<file path="src/design/tpsw_pkg.sv">
`default_nettype none
// ----------------------------------------------------------------------------
// tpsw_pkg
// Shared codes, types and fixed widths of the square wave / PWM generator.
// ----------------------------------------------------------------------------
package tpsw_pkg;

  // Fixed field widths
  localparam int CFG_W    = 32;
  localparam int DUTY_W   = 17;
  localparam int CMD_W    = 2;
  localparam int IDX_W    = 2;

  // Start-up wait is clock_hz divided by this
  localparam int WAIT_DIV = 100;

  // Reciprocal of WAIT_DIV: (x * WAIT_MUL) >> WAIT_SHIFT == x / 100 for any 32-bit x
  localparam logic [CFG_W-1:0] WAIT_MUL   = 32'h51EB_851F;
  localparam int               WAIT_SHIFT = 37;

  // Register reset values
  localparam logic [CFG_W-1:0]  CLOCK_HZ_RST = 32'd200000000;
  localparam logic [CFG_W-1:0]  OUT_FREQ_RST = 32'd1000;
  localparam logic [DUTY_W-1:0] DUTY_RST     = 17'd32768;

  // Input commands
  typedef enum logic [CMD_W-1:0] {
    CMD_TICK  = 2'd0,
    CMD_START = 2'd1,
    CMD_STOP  = 2'd2
  } cmd_code_t;

  // Configuration register indexes
  typedef enum logic [IDX_W-1:0] {
    CFG_CLOCK_HZ = 2'd0,
    CFG_OUT_FREQ = 2'd1,
    CFG_DUTY     = 2'd2
  } cfg_idx_t;

  // Controller states
  typedef enum logic [2:0] {
    ST_IDLE,
    ST_DIV_PER,
    ST_LOAD_WAIT,
    ST_MUL_INIT,
    ST_MUL,
    ST_DONE
  } ctrl_state_t;

  // Controller to datapath commands
  typedef struct packed {
    logic apply;     // execute tick / stop / unknown item
    logic start;     // begin start: save pin, load period division
    logic div_step;  // one restoring division step
    logic per_load;  // store period and start-up wait
    logic mul_init;  // load duty multiplication
    logic mul_step;  // one shift-add step
    logic finish;    // store phase lengths, emit start result
  } dp_cmd_t;

  // Datapath to controller status
  typedef struct packed {
    logic out_valid;
  } dp_stat_t;

endpackage
`default_nettype wire

</file>
<file path="src/design/tpsw_ctrl.sv">
`default_nettype none
// ----------------------------------------------------------------------------
// tpsw_ctrl
// Sequencer: takes items, steps the divider and the shift-add
// multiplier through the start calculation.
// ----------------------------------------------------------------------------
module tpsw_ctrl
  import tpsw_pkg::*;
#(
  parameter int DUTY_BITS = 16
) (
  input  wire logic             clk,
  input  wire logic             rst_n,
  input  wire logic             in_valid,
  input  wire logic [CMD_W-1:0] in_command,
  input  wire logic             out_ready,
  input  wire dp_stat_t         stat,
  output logic                  in_ready,
  output dp_cmd_t               cmd
);

  localparam int DIV_STEPS = CFG_W;
  localparam int MUL_STEPS = DUTY_BITS + 1;
  localparam int STEP_MAX  = (DIV_STEPS > MUL_STEPS) ? DIV_STEPS : MUL_STEPS;
  localparam int STEP_W    = $clog2(STEP_MAX);

  ctrl_state_t       state_r, state_nxt;
  logic [STEP_W-1:0] step_r, step_nxt;
  logic              accept;
  logic              is_start;

  // Take a beat only when idle and the result slot frees up
  assign in_ready = (state_r == ST_IDLE) && (!stat.out_valid || out_ready);
  assign accept   = in_valid && in_ready;
  assign is_start = (in_command == CMD_START);

  // Next state
  always_comb begin
    state_nxt = state_r;
    case (state_r)
      ST_IDLE:      if (accept && is_start) state_nxt = ST_DIV_PER;
      ST_DIV_PER:   if (step_r == '0) state_nxt = ST_LOAD_WAIT;
      ST_LOAD_WAIT: state_nxt = ST_MUL_INIT;
      ST_MUL_INIT:  state_nxt = ST_MUL;
      ST_MUL:       if (step_r == '0) state_nxt = ST_DONE;
      ST_DONE:      state_nxt = ST_IDLE;
      default:      state_nxt = ST_IDLE;
    endcase
  end

  // Step counter: load at each unit start, count down while it runs
  always_comb begin
    step_nxt = step_r;
    case (state_r)
      ST_IDLE:      step_nxt = STEP_W'(DIV_STEPS - 1);
      ST_MUL_INIT:  step_nxt = STEP_W'(MUL_STEPS - 1);
      ST_DIV_PER, ST_MUL: begin
        if (step_r != '0) step_nxt = step_r - 1'b1;
      end
      default:      step_nxt = step_r;
    endcase
  end

  // Datapath commands
  always_comb begin
    cmd = '0;
    case (state_r)
      ST_IDLE: begin
        cmd.apply = accept && !is_start;
        cmd.start = accept && is_start;
      end
      ST_DIV_PER:   cmd.div_step = 1'b1;
      ST_LOAD_WAIT: cmd.per_load = 1'b1;
      ST_MUL_INIT:  cmd.mul_init = 1'b1;
      ST_MUL:       cmd.mul_step = 1'b1;
      ST_DONE:      cmd.finish   = 1'b1;
      default:      cmd = '0;
    endcase
  end

  always_ff @(posedge clk) begin
    if (!rst_n) begin
      state_r <= ST_IDLE;
    end else begin
      state_r <= state_nxt;
    end
  end

  always_ff @(posedge clk) begin
    step_r <= step_nxt;
  end

endmodule
`default_nettype wire

</file>
<file path="src/design/tpsw_dp.sv">
`default_nettype none
// ----------------------------------------------------------------------------
// tpsw_dp
// Datapath: config registers, waveform state, restoring divider,
// shift-add multiplier and the result register.
// ----------------------------------------------------------------------------
module tpsw_dp
  import tpsw_pkg::*;
#(
  parameter int COUNTER_WIDTH = 32,
  parameter int DUTY_BITS     = 16
) (
  input  wire logic              clk,
  input  wire logic              rst_n,
  input  wire dp_cmd_t           cmd,
  output dp_stat_t               stat,
  input  wire logic [CMD_W-1:0]  in_command,
  input  wire logic              in_pin_level_now,
  input  wire logic              out_ready,
  output logic                   out_pin_out,
  output logic                   out_running,
  output logic                   out_edge_res,
  input  wire logic              cfg_we,
  input  wire logic [IDX_W-1:0]  cfg_index,
  input  wire logic [CFG_W-1:0]  cfg_wdata
);

  localparam int CW = COUNTER_WIDTH;
  localparam int DB = DUTY_BITS;
  localparam int PW = CW + DB + 1;
  localparam logic [63:0] CNT_MAX64 = 64'hFFFF_FFFF_FFFF_FFFF >> (64 - CW);
  localparam logic [63:0] DUTY_FULL = 64'd1 << DB;

  // Clamp a 32-bit value to the counter range
  function automatic logic [CW-1:0] sat_cnt(input logic [CFG_W-1:0] v);
    logic [63:0] v64;
    v64 = 64'(v);
    return (v64 > CNT_MAX64) ? CNT_MAX64[CW-1:0] : v64[CW-1:0];
  endfunction

  // Config registers
  logic [CFG_W-1:0]  clock_hz_r, clock_hz_nxt;
  logic [CFG_W-1:0]  out_freq_r, out_freq_nxt;
  logic [DUTY_W-1:0] duty_r, duty_nxt;

  // Waveform state
  logic          active_r, active_nxt;
  logic          level_r, level_nxt;
  logic          saved_r, saved_nxt;
  logic          edge_pend_r, edge_pend_nxt;
  logic [CW-1:0] countdown_r, countdown_nxt;
  logic [CW-1:0] high_r, high_nxt;
  logic [CW-1:0] low_r, low_nxt;

  // Divider
  logic [CFG_W-1:0] div_rem_r, div_rem_nxt;
  logic [CFG_W-1:0] div_q_r, div_q_nxt;
  logic [CFG_W-1:0] div_d_r, div_d_nxt;
  logic             div_zero_r, div_zero_nxt;
  logic [CFG_W:0]   rem_sh;
  logic [CFG_W:0]   rem_diff;

  // Start-up wait by reciprocal multiplication
  logic [2*CFG_W-1:0] wait_prod;
  logic [CFG_W-1:0]   wait_q;

  // Multiplier
  logic [CW-1:0] period_r, period_nxt;
  logic [PW-1:0] mul_acc_r, mul_acc_nxt;
  logic [PW-1:0] mul_mcand_r, mul_mcand_nxt;
  logic [DB:0]   mul_mplr_r, mul_mplr_nxt;
  logic [63:0]   duty64;
  logic [63:0]   duty_sat;
  logic [CW-1:0] high_val;

  // Result register
  logic out_valid_r, out_valid_nxt;
  logic out_pin_r, out_pin_nxt;
  logic out_run_r, out_run_nxt;
  logic out_edge_r, out_edge_nxt;

  // Tick / stop evaluation
  logic          t_active, t_level;
  logic [CW-1:0] t_count;
  logic [CW-1:0] cd_dec;
  logic [CW-1:0] next_len;
  logic [CW-1:0] same_len;

  assign rem_sh    = {div_rem_r, div_q_r[CFG_W-1]};
  assign rem_diff  = rem_sh - {1'b0, div_d_r};
  assign wait_prod = {{CFG_W{1'b0}}, clock_hz_r} * {{CFG_W{1'b0}}, WAIT_MUL};
  assign wait_q    = CFG_W'(wait_prod >> WAIT_SHIFT);
  assign duty64    = 64'(duty_r);
  assign duty_sat  = (duty64 > DUTY_FULL) ? DUTY_FULL : duty64;
  assign high_val  = mul_acc_r[DB +: CW];
  assign cd_dec    = (countdown_r != '0) ? countdown_r - 1'b1 : countdown_r;
  assign next_len  = level_r ? low_r : high_r;
  assign same_len  = level_r ? high_r : low_r;

  // Evaluate a tick, stop or unknown command against the present state
  always_comb begin
    t_active = active_r;
    t_level  = level_r;
    t_count  = countdown_r;
    case (in_command)
      CMD_TICK: begin
        if (active_r) begin
          t_count = cd_dec;
          if (cd_dec == '0) begin
            if (next_len != '0) begin
              t_level = !level_r;
              t_count = next_len;
            end else if (same_len != '0) begin
              t_count = same_len;
            end else begin
              t_level = 1'b0;
              t_count = '0;
            end
          end
        end
      end
      CMD_STOP: begin
        if (active_r) begin
          t_active = 1'b0;
          t_level  = saved_r;
          t_count  = '0;
        end
      end
      default: begin
        t_active = active_r;
      end
    endcase
  end

  // Next values
  always_comb begin
    clock_hz_nxt  = clock_hz_r;
    out_freq_nxt  = out_freq_r;
    duty_nxt      = duty_r;
    active_nxt    = active_r;
    level_nxt     = level_r;
    saved_nxt     = saved_r;
    edge_pend_nxt = edge_pend_r;
    countdown_nxt = countdown_r;
    high_nxt      = high_r;
    low_nxt       = low_r;
    div_rem_nxt   = div_rem_r;
    div_q_nxt     = div_q_r;
    div_d_nxt     = div_d_r;
    div_zero_nxt  = div_zero_r;
    period_nxt    = period_r;
    mul_acc_nxt   = mul_acc_r;
    mul_mcand_nxt = mul_mcand_r;
    mul_mplr_nxt  = mul_mplr_r;
    out_pin_nxt   = out_pin_r;
    out_run_nxt   = out_run_r;
    out_edge_nxt  = out_edge_r;
    out_valid_nxt = out_valid_r && !out_ready;

    // Write config
    if (cfg_we) begin
      case (cfg_index)
        CFG_CLOCK_HZ: clock_hz_nxt = cfg_wdata;
        CFG_OUT_FREQ: out_freq_nxt = cfg_wdata;
        CFG_DUTY:     duty_nxt     = cfg_wdata[DUTY_W-1:0];
        default:      clock_hz_nxt = clock_hz_r;
      endcase
    end

    // Tick, stop or unknown item: update state and post the result
    if (cmd.apply) begin
      active_nxt    = t_active;
      level_nxt     = t_level;
      countdown_nxt = t_count;
      out_valid_nxt = 1'b1;
      out_pin_nxt   = t_level;
      out_run_nxt   = t_active;
      out_edge_nxt  = t_level != level_r;
    end

    // Start: restore-then-restart collapses to pin low, save pin, divide period
    if (cmd.start) begin
      edge_pend_nxt = level_r;
      saved_nxt     = in_pin_level_now;
      level_nxt     = 1'b0;
      active_nxt    = 1'b1;
      div_rem_nxt   = '0;
      div_q_nxt     = clock_hz_r;
      div_d_nxt     = out_freq_r;
      div_zero_nxt  = (out_freq_r == '0);
    end

    // Advance one quotient bit
    if (cmd.div_step) begin
      if (!rem_diff[CFG_W]) begin
        div_rem_nxt = rem_diff[CFG_W-1:0];
        div_q_nxt   = {div_q_r[CFG_W-2:0], 1'b1};
      end else begin
        div_rem_nxt = rem_sh[CFG_W-1:0];
        div_q_nxt   = {div_q_r[CFG_W-2:0], 1'b0};
      end
    end

    // Hold period, load the start-up wait into the countdown
    if (cmd.per_load) begin
      period_nxt    = div_zero_r ? '0 : sat_cnt(div_q_r);
      countdown_nxt = sat_cnt(wait_q);
    end

    // Load the duty product
    if (cmd.mul_init) begin
      mul_acc_nxt   = '0;
      mul_mcand_nxt = PW'(period_r);
      mul_mplr_nxt  = duty_sat[DB:0];
    end

    // Add one partial product
    if (cmd.mul_step) begin
      if (mul_mplr_r[0]) mul_acc_nxt = mul_acc_r + mul_mcand_r;
      mul_mcand_nxt = {mul_mcand_r[PW-2:0], 1'b0};
      mul_mplr_nxt  = {1'b0, mul_mplr_r[DB:1]};
    end

    // Store phase lengths and post the start result
    if (cmd.finish) begin
      high_nxt      = high_val;
      low_nxt       = period_r - high_val;
      out_valid_nxt = 1'b1;
      out_pin_nxt   = 1'b0;
      out_run_nxt   = 1'b1;
      out_edge_nxt  = edge_pend_r;
    end
  end

  // Control state and config
  always_ff @(posedge clk) begin
    if (!rst_n) begin
      clock_hz_r  <= CLOCK_HZ_RST;
      out_freq_r  <= OUT_FREQ_RST;
      duty_r      <= DUTY_RST;
      active_r    <= 1'b0;
      level_r     <= 1'b0;
      out_valid_r <= 1'b0;
    end else begin
      clock_hz_r  <= clock_hz_nxt;
      out_freq_r  <= out_freq_nxt;
      duty_r      <= duty_nxt;
      active_r    <= active_nxt;
      level_r     <= level_nxt;
      out_valid_r <= out_valid_nxt;
    end
  end

  // Payload
  always_ff @(posedge clk) begin
    saved_r     <= saved_nxt;
    edge_pend_r <= edge_pend_nxt;
    countdown_r <= countdown_nxt;
    high_r      <= high_nxt;
    low_r       <= low_nxt;
    div_rem_r   <= div_rem_nxt;
    div_q_r     <= div_q_nxt;
    div_d_r     <= div_d_nxt;
    div_zero_r  <= div_zero_nxt;
    period_r    <= period_nxt;
    mul_acc_r   <= mul_acc_nxt;
    mul_mcand_r <= mul_mcand_nxt;
    mul_mplr_r  <= mul_mplr_nxt;
    out_pin_r   <= out_pin_nxt;
    out_run_r   <= out_run_nxt;
    out_edge_r  <= out_edge_nxt;
  end

  assign stat.out_valid = out_valid_r;
  assign out_pin_out    = out_pin_r;
  assign out_running    = out_run_r;
  assign out_edge_res   = out_edge_r;

endmodule
`default_nettype wire

</file>
<file path="src/design/timer_pwm_square_wave_core.sv">
`default_nettype none
// ----------------------------------------------------------------------------
// timer_pwm_square_wave_core
// Single-channel square wave / PWM generator stepped by timer ticks.
// ----------------------------------------------------------------------------
// Each input beat is a tick, start or stop command and yields one result beat.
// Tick, stop and unknown commands are applied directly; such beats are taken on
// consecutive cycles as long as the result side keeps up. For a start, the
// one-bit-per-cycle restoring divider forms the period clock_hz / out_freq_hz,
// the start-up wait clock_hz / 100 comes from a reciprocal multiplication as
// the period is stored, then the shift-add multiplier forms the high phase one
// duty bit per cycle. No input is taken during that sequence. Config writes
// take effect at the next start.
module timer_pwm_square_wave_core
  import tpsw_pkg::*;
#(
  parameter int COUNTER_WIDTH = 32,
  parameter int DUTY_BITS     = 16
) (
  input  wire logic             clk,
  input  wire logic             rst_n,
  input  wire logic             in_valid,
  output logic                  in_ready,
  input  wire logic [CMD_W-1:0] in_command,
  input  wire logic             in_pin_level_now,
  output logic                  out_valid,
  input  wire logic             out_ready,
  output logic                  out_pin_out,
  output logic                  out_running,
  output logic                  out_edge_res,
  input  wire logic             cfg_we,
  input  wire logic [IDX_W-1:0] cfg_index,
  input  wire logic [CFG_W-1:0] cfg_wdata
);

  dp_cmd_t  cmd;
  dp_stat_t stat;

  // Sequencer
  tpsw_ctrl #(
    .DUTY_BITS (DUTY_BITS)
  ) u_ctrl (
    .clk        (clk),
    .rst_n      (rst_n),
    .in_valid   (in_valid),
    .in_command (in_command),
    .out_ready  (out_ready),
    .stat       (stat),
    .in_ready   (in_ready),
    .cmd        (cmd)
  );

  // Datapath
  tpsw_dp #(
    .COUNTER_WIDTH (COUNTER_WIDTH),
    .DUTY_BITS     (DUTY_BITS)
  ) u_dp (
    .clk              (clk),
    .rst_n            (rst_n),
    .cmd              (cmd),
    .stat             (stat),
    .in_command       (in_command),
    .in_pin_level_now (in_pin_level_now),
    .out_ready        (out_ready),
    .out_pin_out      (out_pin_out),
    .out_running      (out_running),
    .out_edge_res     (out_edge_res),
    .cfg_we           (cfg_we),
    .cfg_index        (cfg_index),
    .cfg_wdata        (cfg_wdata)
  );

  assign out_valid = stat.out_valid;

  // A start beat blocks input and has no result on the following cycle
  a_start_busy: assert property (@(posedge clk) disable iff (!rst_n)
    (in_valid && in_ready && in_command == CMD_START) |=> (!in_ready && !out_valid))
    else $error("start beat did not enter the calculation sequence");

  // A single-cycle command posts its result on the next cycle
  a_fast_result: assert property (@(posedge clk) disable iff (!rst_n)
    (in_valid && in_ready && in_command != CMD_START) |=> out_valid)
    else $error("tick or stop beat produced no result");

  // Input is taken only when the result slot is free or draining
  a_slot_free: assert property (@(posedge clk) disable iff (!rst_n)
    in_ready |-> (!out_valid || out_ready))
    else $error("input taken while result slot is stalled");

endmodule
`default_nettype wire

</file>
<file path="config.mk">
export PLATFORM = sky130hd
export DESIGN_NAME = timer_pwm_square_wave_core
export DESIGN_NICKNAME = d
export VERILOG_FILES = /design/src/design/tpsw_pkg.sv /design/src/design/tpsw_ctrl.sv /design/src/design/tpsw_dp.sv /design/src/design/timer_pwm_square_wave_core.sv
export SDC_FILE = /design/constraint.sdc
export NUM_CORES = 2
export LEC_CHECK = 0
export ABC_AREA = 1
export ABC_CLOCK_PERIOD_IN_PS = 8600
export BUFFER_PORTS_ARGS = -buffer_cell sky130_fd_sc_hd__buf_2
export CORE_MARGIN = 2
export CORE_UTILIZATION = 45
export DETAILED_ROUTE_END_ITERATION = 10
export SYNTH_ARGS = -nofsm -noshare
export SYNTH_HDL_FRONTEND = slang
export SYNTH_SLANG_ARGS = --single-unit
</file>
<file path="constraint.sdc">
create_clock -name clk -period 8.6 [get_ports clk]
set_input_delay 2.58 -clock clk [delete_from_list [all_inputs] [get_ports clk]]
set_output_delay 2.58 -clock clk [all_outputs]
set_load 0.1 [all_outputs]
</file>
# Word-level counts from Yosys, hierarchy flattened

Cells that the tools add are included.

Flip-flop bits (word level): 437
Input port bits: 42
Output and inout port bits: 5

$add $sub $neg: 5
Multipliers: 1
$lt $le $gt $ge: 1
Equal/unequal tests: 18
Mux-type cells: 50
Bitwise gates (word level): 1
Reductions and logical operators: 37

Operator list:

| kind                   | count |
|---|---|
| $mux 32                | 13 |
| $mux 49                | 5 |
| $reduce_bool 32->1     | 3 |
| $logic_not 32->1       | 2 |
| $pmux 32 s2            | 1 |
| $mul 32x31->63 const B | 1 |
| $mux 26                | 2 |
| $add 49x49->49         | 1 |
| $sub 33x32->33         | 1 |
| $mux 16                | 2 |
| $sub 32x1->32 const B  | 1 |
| $sub 32x32->32         | 1 |
| $mux 1                 | 18 |
| $gt 17x17->1 const B   | 1 |
| $mux 17                | 1 |
| $pmux 3 s5             | 1 |
| $pmux 5 s3             | 1 |
| $reduce_bool 2->1      | 6 |
| $ne 2x1->1 const B     | 5 |
| $mux 3                 | 3 |
| $reduce_and 2->1       | 4 |
| $reduce_and 4->1       | 2 |
| $eq 3x2->1 const B     | 2 |
| $eq 3x3->1 const B     | 2 |
| other kinds (21)       | 34 |

# Logic depth before layout (Yosys ltp)

Depth after elaboration: 10
Mapped depth: 32

# By module

A second synthesis with hierarchy kept.

Cell total of the unflattened synthesis: 4995
Area, all modules: 42390.7 um^2

Modules (own cells, without submodules):

| module    | times used | cells an instance | area an instance (um^2) | seq. area each (um^2) |
|---|---|---|---|---|
| tpsw_dp   | 1          | 4929              | 41868.9                 | 11400.9 |
| tpsw_ctrl | 1          | 66                | 521.8                   | 210.2 |

# Least setup slack after synthesis

Ideal clock, no wire load.

Path type: input to register
Start point: input port out_ready
End point: register u_dp.div_q_r[0], enable pin
Library setup time: 0.424 ns
Data arrival time: 10.346 ns
Required time: 8.176 ns
Slack: -2.170 ns
Stages: 6
Path buffers: 0
Cells stage by stage: nor2_1 > nor4_1 > nand2_1 > nor3_1 > inv_1 > nand2_1

RTL lines:

| what                 | RTL line                         | RTL |
|---|---|---|
| start, declared      | timer_pwm_square_wave_core.sv:27 | `input wire logic out_ready,` |
| end signal, assigned | tpsw_dp.sv:262                   | `div_q_r <= div_q_nxt;` |
| end, declared        | tpsw_dp.sv:57                    | `logic [CFG_W-1:0] div_q_r, div_q_nxt;` |

# Worst setup path in the final report

Start point: register u_dp.clock_hz_r[13]
End point: register u_dp.countdown_r[22] (data pin)

Word-level cells in the longest chain between the ends: 2

Ends and longest elaborated chain:

| what                       | RTL line       | RTL |
|---|---|---|
| start, declared            | tpsw_dp.sv:42  | `logic [CFG_W-1:0] clock_hz_r, clock_hz_nxt;` |
| start signal, assigned     | tpsw_dp.sv:245 | `clock_hz_r <= clock_hz_nxt;` |
| $mul 32x31->63             | tpsw_dp.sv:91  | `assign wait_prod = {{CFG_W{1'b0}}, clock_hz_r} * {{CFG_W{1'b0}}, WAIT_MUL};` |
| $mux 26                    | tpsw_dp.sv:205 | `if (cmd.per_load) begin` |
| via u_dp.countdown_nxt[22] | tpsw_dp.sv:51  | `logic [CW-1:0] countdown_r, countdown_nxt;` |
| end signal, assigned       | tpsw_dp.sv:258 | `countdown_r <= countdown_nxt;` |
| end, declared              | tpsw_dp.sv:51  |  |

The timed path passes the listed nets, and every way through them passes these cells.
A chain may end at the register's enable or synchronous reset.

==> impl_results.md <==
- Wirelength per Cell: just over 20 microns
- Final standard cell utilization of the core: about half
- Vias in the first global route: 33330
- Number of instances in the synthesized netlist: between 4000 and 5000
- Number of instances resized during post-cts repair: 0
- Number of flops mapped to enable cells by yosys: just under 300
- Reg2Reg Launch Point: u_dp.clock_hz_r[13]
- First-pass GRT wire length: 197.2 mm
- Drt drc: 0
- Async S/R FF share, synth: 0%
- Horizontal extent of the die: roughly 310 microns
- Slowest cell on crit path: dfxtp_1
- Clock slew at reported path FFs: around 0.07 ns
- Count of buffers inserted at the top-level ports: 46
- Accumulated negative setup slack: 0 ns
- DRT Pass-1 Iters: 6
- Cts bufs inserted: just over 50
- Via count normalized by instance count: approximately 5.3
- Fraction of layout cells with a size suffix above 1: between 4 and 5%
- Residual antenna-violating net count after detailed routing: 0
- Least-Margin Pin Slew: about 1.2 ns
- CTS hold repair buffers: 0
- Max-capacitance violation count: 0
- Area of all placed cells without fillers: between 0.04 and 0.05 sq mm
- Instance area at placement: between 0.04 and 0.05 sq mm
- Status: complete, no violations
- Height of the die: between 300 and 400 microns
- Avg Inst Size Synth: 8.531 sq um
- Clock root buffer master: clkbuf_16
- Warning count from the yosys run: 0
- Slew Viols, Final: 0
- Buffers inserted by post-CTS timing repair: 0
- Aggregate global routing overflow: 0
- Nets: 5917
- Setup repair after global routing missed its margin: false
- Area added between synthesis and finish: 8.262%
- Clock latency on the worst-skew pair: around 0.64 ns
- Starting DRT DRC Count: approximately 2200
- Largest stage delay, worst path: around 0.8 ns
- Area inside the core boundary: just over 0.09 sq mm
- Worst min-delay path startpoint: u_dp.out_freq_r[2]
- Most Frequent Cell on Critical Path: fa_1
- Overall die area: 0.09633 sq mm
- Routability Congestion: 0.9873
- Critical setup path kind: reg2reg
- Hold Vio Cnt, Final: 0
- Row Count: approximately 110
- Endpoint type of the worst setup path: flop
- Highest fanout seen on the critical path: 10
- Data required, critical path: about 9 ns
- Hold WC Path Type: reg2reg
- CTS tree: done
- Commonest non-fill, non-tap cell in the layout: inv_1
- CP Launch Point: u_dp.clock_hz_r[13]
- Total wire length: approximately 130 mm
- Via count: roughly 33000
- Final min period: 7.330 ns
- Count of fill cells added during filler insertion: 9080
- Arrival @ worst endpoint: 7.66 ns
- DP Wirelength: about 110 mm
- Io pins: between 40 and 50
- Largest delay share family, worst path: adder cells
- Clock sink count: ~440
- Crit path buf inv count: 5
- Antenna violations before repair: 2
- Share of the yosys chip area belonging to registers: about 27%
- Clock Skews: ~0.031 ns
- Primary FF master, synth: edfxtp_1
- Maximum number of pins on one net before global-route repair: 85
- Distinct cell type count after synthesis: 57
- Max-slew headroom: about a fifth
- Synthesized Nets: roughly 5900
- #FFs+latches synth: 435
- Most frequent cells in the layout: inv_1 (1063), nand2_1 (702), ha_1 (506), nor2_1 (423), fa_1 (392)
- Maximum clock insertion buffer count: 3
- Startpoint type of the worst setup path: flop
- Netlist area before placement: around 0.042 sq mm
- H-tree level count: 2
- Fmax: around 140 MHz
- Effective utilization at floorplan: 45.33%
- Global routing usage summed across all routing layers: a little over a quarter
- Post-route clock period utilization: 85.23%
- Final setup violating endpoints: 0
==> cell usage after synthesis (all sizes together) (44+ instances only) <==
cell    instances  share of area [%]
nor3           44               0.53
nand2         711                6.4
o21ai         391                4.6
clkbuf         66               0.59
a31oi          50               0.74
inv          1067                9.5
nand3         167                2.0
dfxtp         145                6.9
a21oi         299                3.5
ha            506                 15
fa            392                 19
xor2           51                1.1
edfxtp        290                 21
xnor2          45               0.93
nor2          435                4.0
==> metrics by stage <==
step           hold WS [ns]  instances  worst slack, ns
2_1_floorplan        0.4253       4951           0.3468
3_3_place_gp         0.4428       6178            1.377
3_5_place_dp         0.4420       6178            1.342
4_1_cts              0.4515       6274            1.284
5_1_grt              0.4658       6274           0.8362
6_report             0.4540       6276            1.270
==> registers in the layout, summed over array words and instances (netlist names) <==
register           cells
u_ctrl.state_r         3
u_ctrl.step_r          5
u_dp.active_r          1
u_dp.clock_hz_r       32
u_dp.countdown_r      32
u_dp.div_d_r          32
u_dp.div_q_r          32
u_dp.div_rem_r        32
u_dp.div_zero_r        1
u_dp.duty_r           17
u_dp.edge_pend_r       1
u_dp.high_r           32
u_dp.level_r           1
u_dp.low_r            32
u_dp.mul_acc_r        48
u_dp.mul_mcand_r      48
u_dp.mul_mplr_r       17
u_dp.out_edge_res      1
u_dp.out_freq_r       32
u_dp.out_pin_out       1
u_dp.out_running       1
u_dp.period_r         32
u_dp.saved_r           1
u_dp.stat              1
==> worst register-to-register path, cell delays in order (launching register included) <==
cell and delay [ns]:
dfxtp_1 0.80, ha_1 0.37, inv_1 0.08, fa_1 0.55
inv_1 0.07, fa_1 0.48, fa_1 0.61, fa_1 0.44
fa_1 0.46, fa_1 0.49, inv_1 0.05, fa_1 0.50
inv_1 0.04, ha_1 0.36, nand2_1 0.11, nor2_1 0.15
inv_1 0.07, nor2_1 0.17, and3_1 0.20, nand3_1 0.09
nand3_1 0.19, a21oi_1 0.14, o21bai_1 0.28, a21oi_1 0.14
nor2_1 0.12, o21ai_1 0.07
==> logic make-up after synthesis <==
group / synth area share (%)
fa+ha+maj: 33.57
xor+xnor: 1.991
flops: 27.49
buf+inv: 10.56
compound gates: 12.16
simple gates: 14.23
==> final timing paths <==
kind	endpoint	slack (ns)	cells past startpoint
max	u_dp.countdown_r[22]	1.27	25
min	u_dp.div_d_r[2]	0.45	0
max reg2reg	u_dp.countdown_r[22]	1.27	25
min reg2reg	u_dp.div_d_r[2]	0.45	0
==> layout make-up <==
type | instances | area [sq um] | share of cell area, %
antenna | 2 | 5.005 | 0.01094
clock buffer | 58 | 1385 | 3.029
clock inverter | 38 | 515.5 | 1.127
inverter | 1070 | 4021 | 8.794
multi-input combinational | 3349 | 26210 | 57.32
sequential | 435 | 11610 | 25.39
tap | 1254 | 1569 | 3.431
timing repair buffer | 70 | 410.4 | 0.8974
==> metal layers <==
layer	track usage, %	vias to the layer above	wire [microns]
met5	0	-	11
met4	8.100	2	4237
met1	36.38	15940	57460
met2	46.01	797	61610
met3	3.528	181	6555
li1	-	16150	-
Power is not shown: default switching activity piles up to over one toggle a cycle in this logic, so the estimate is an artifact.
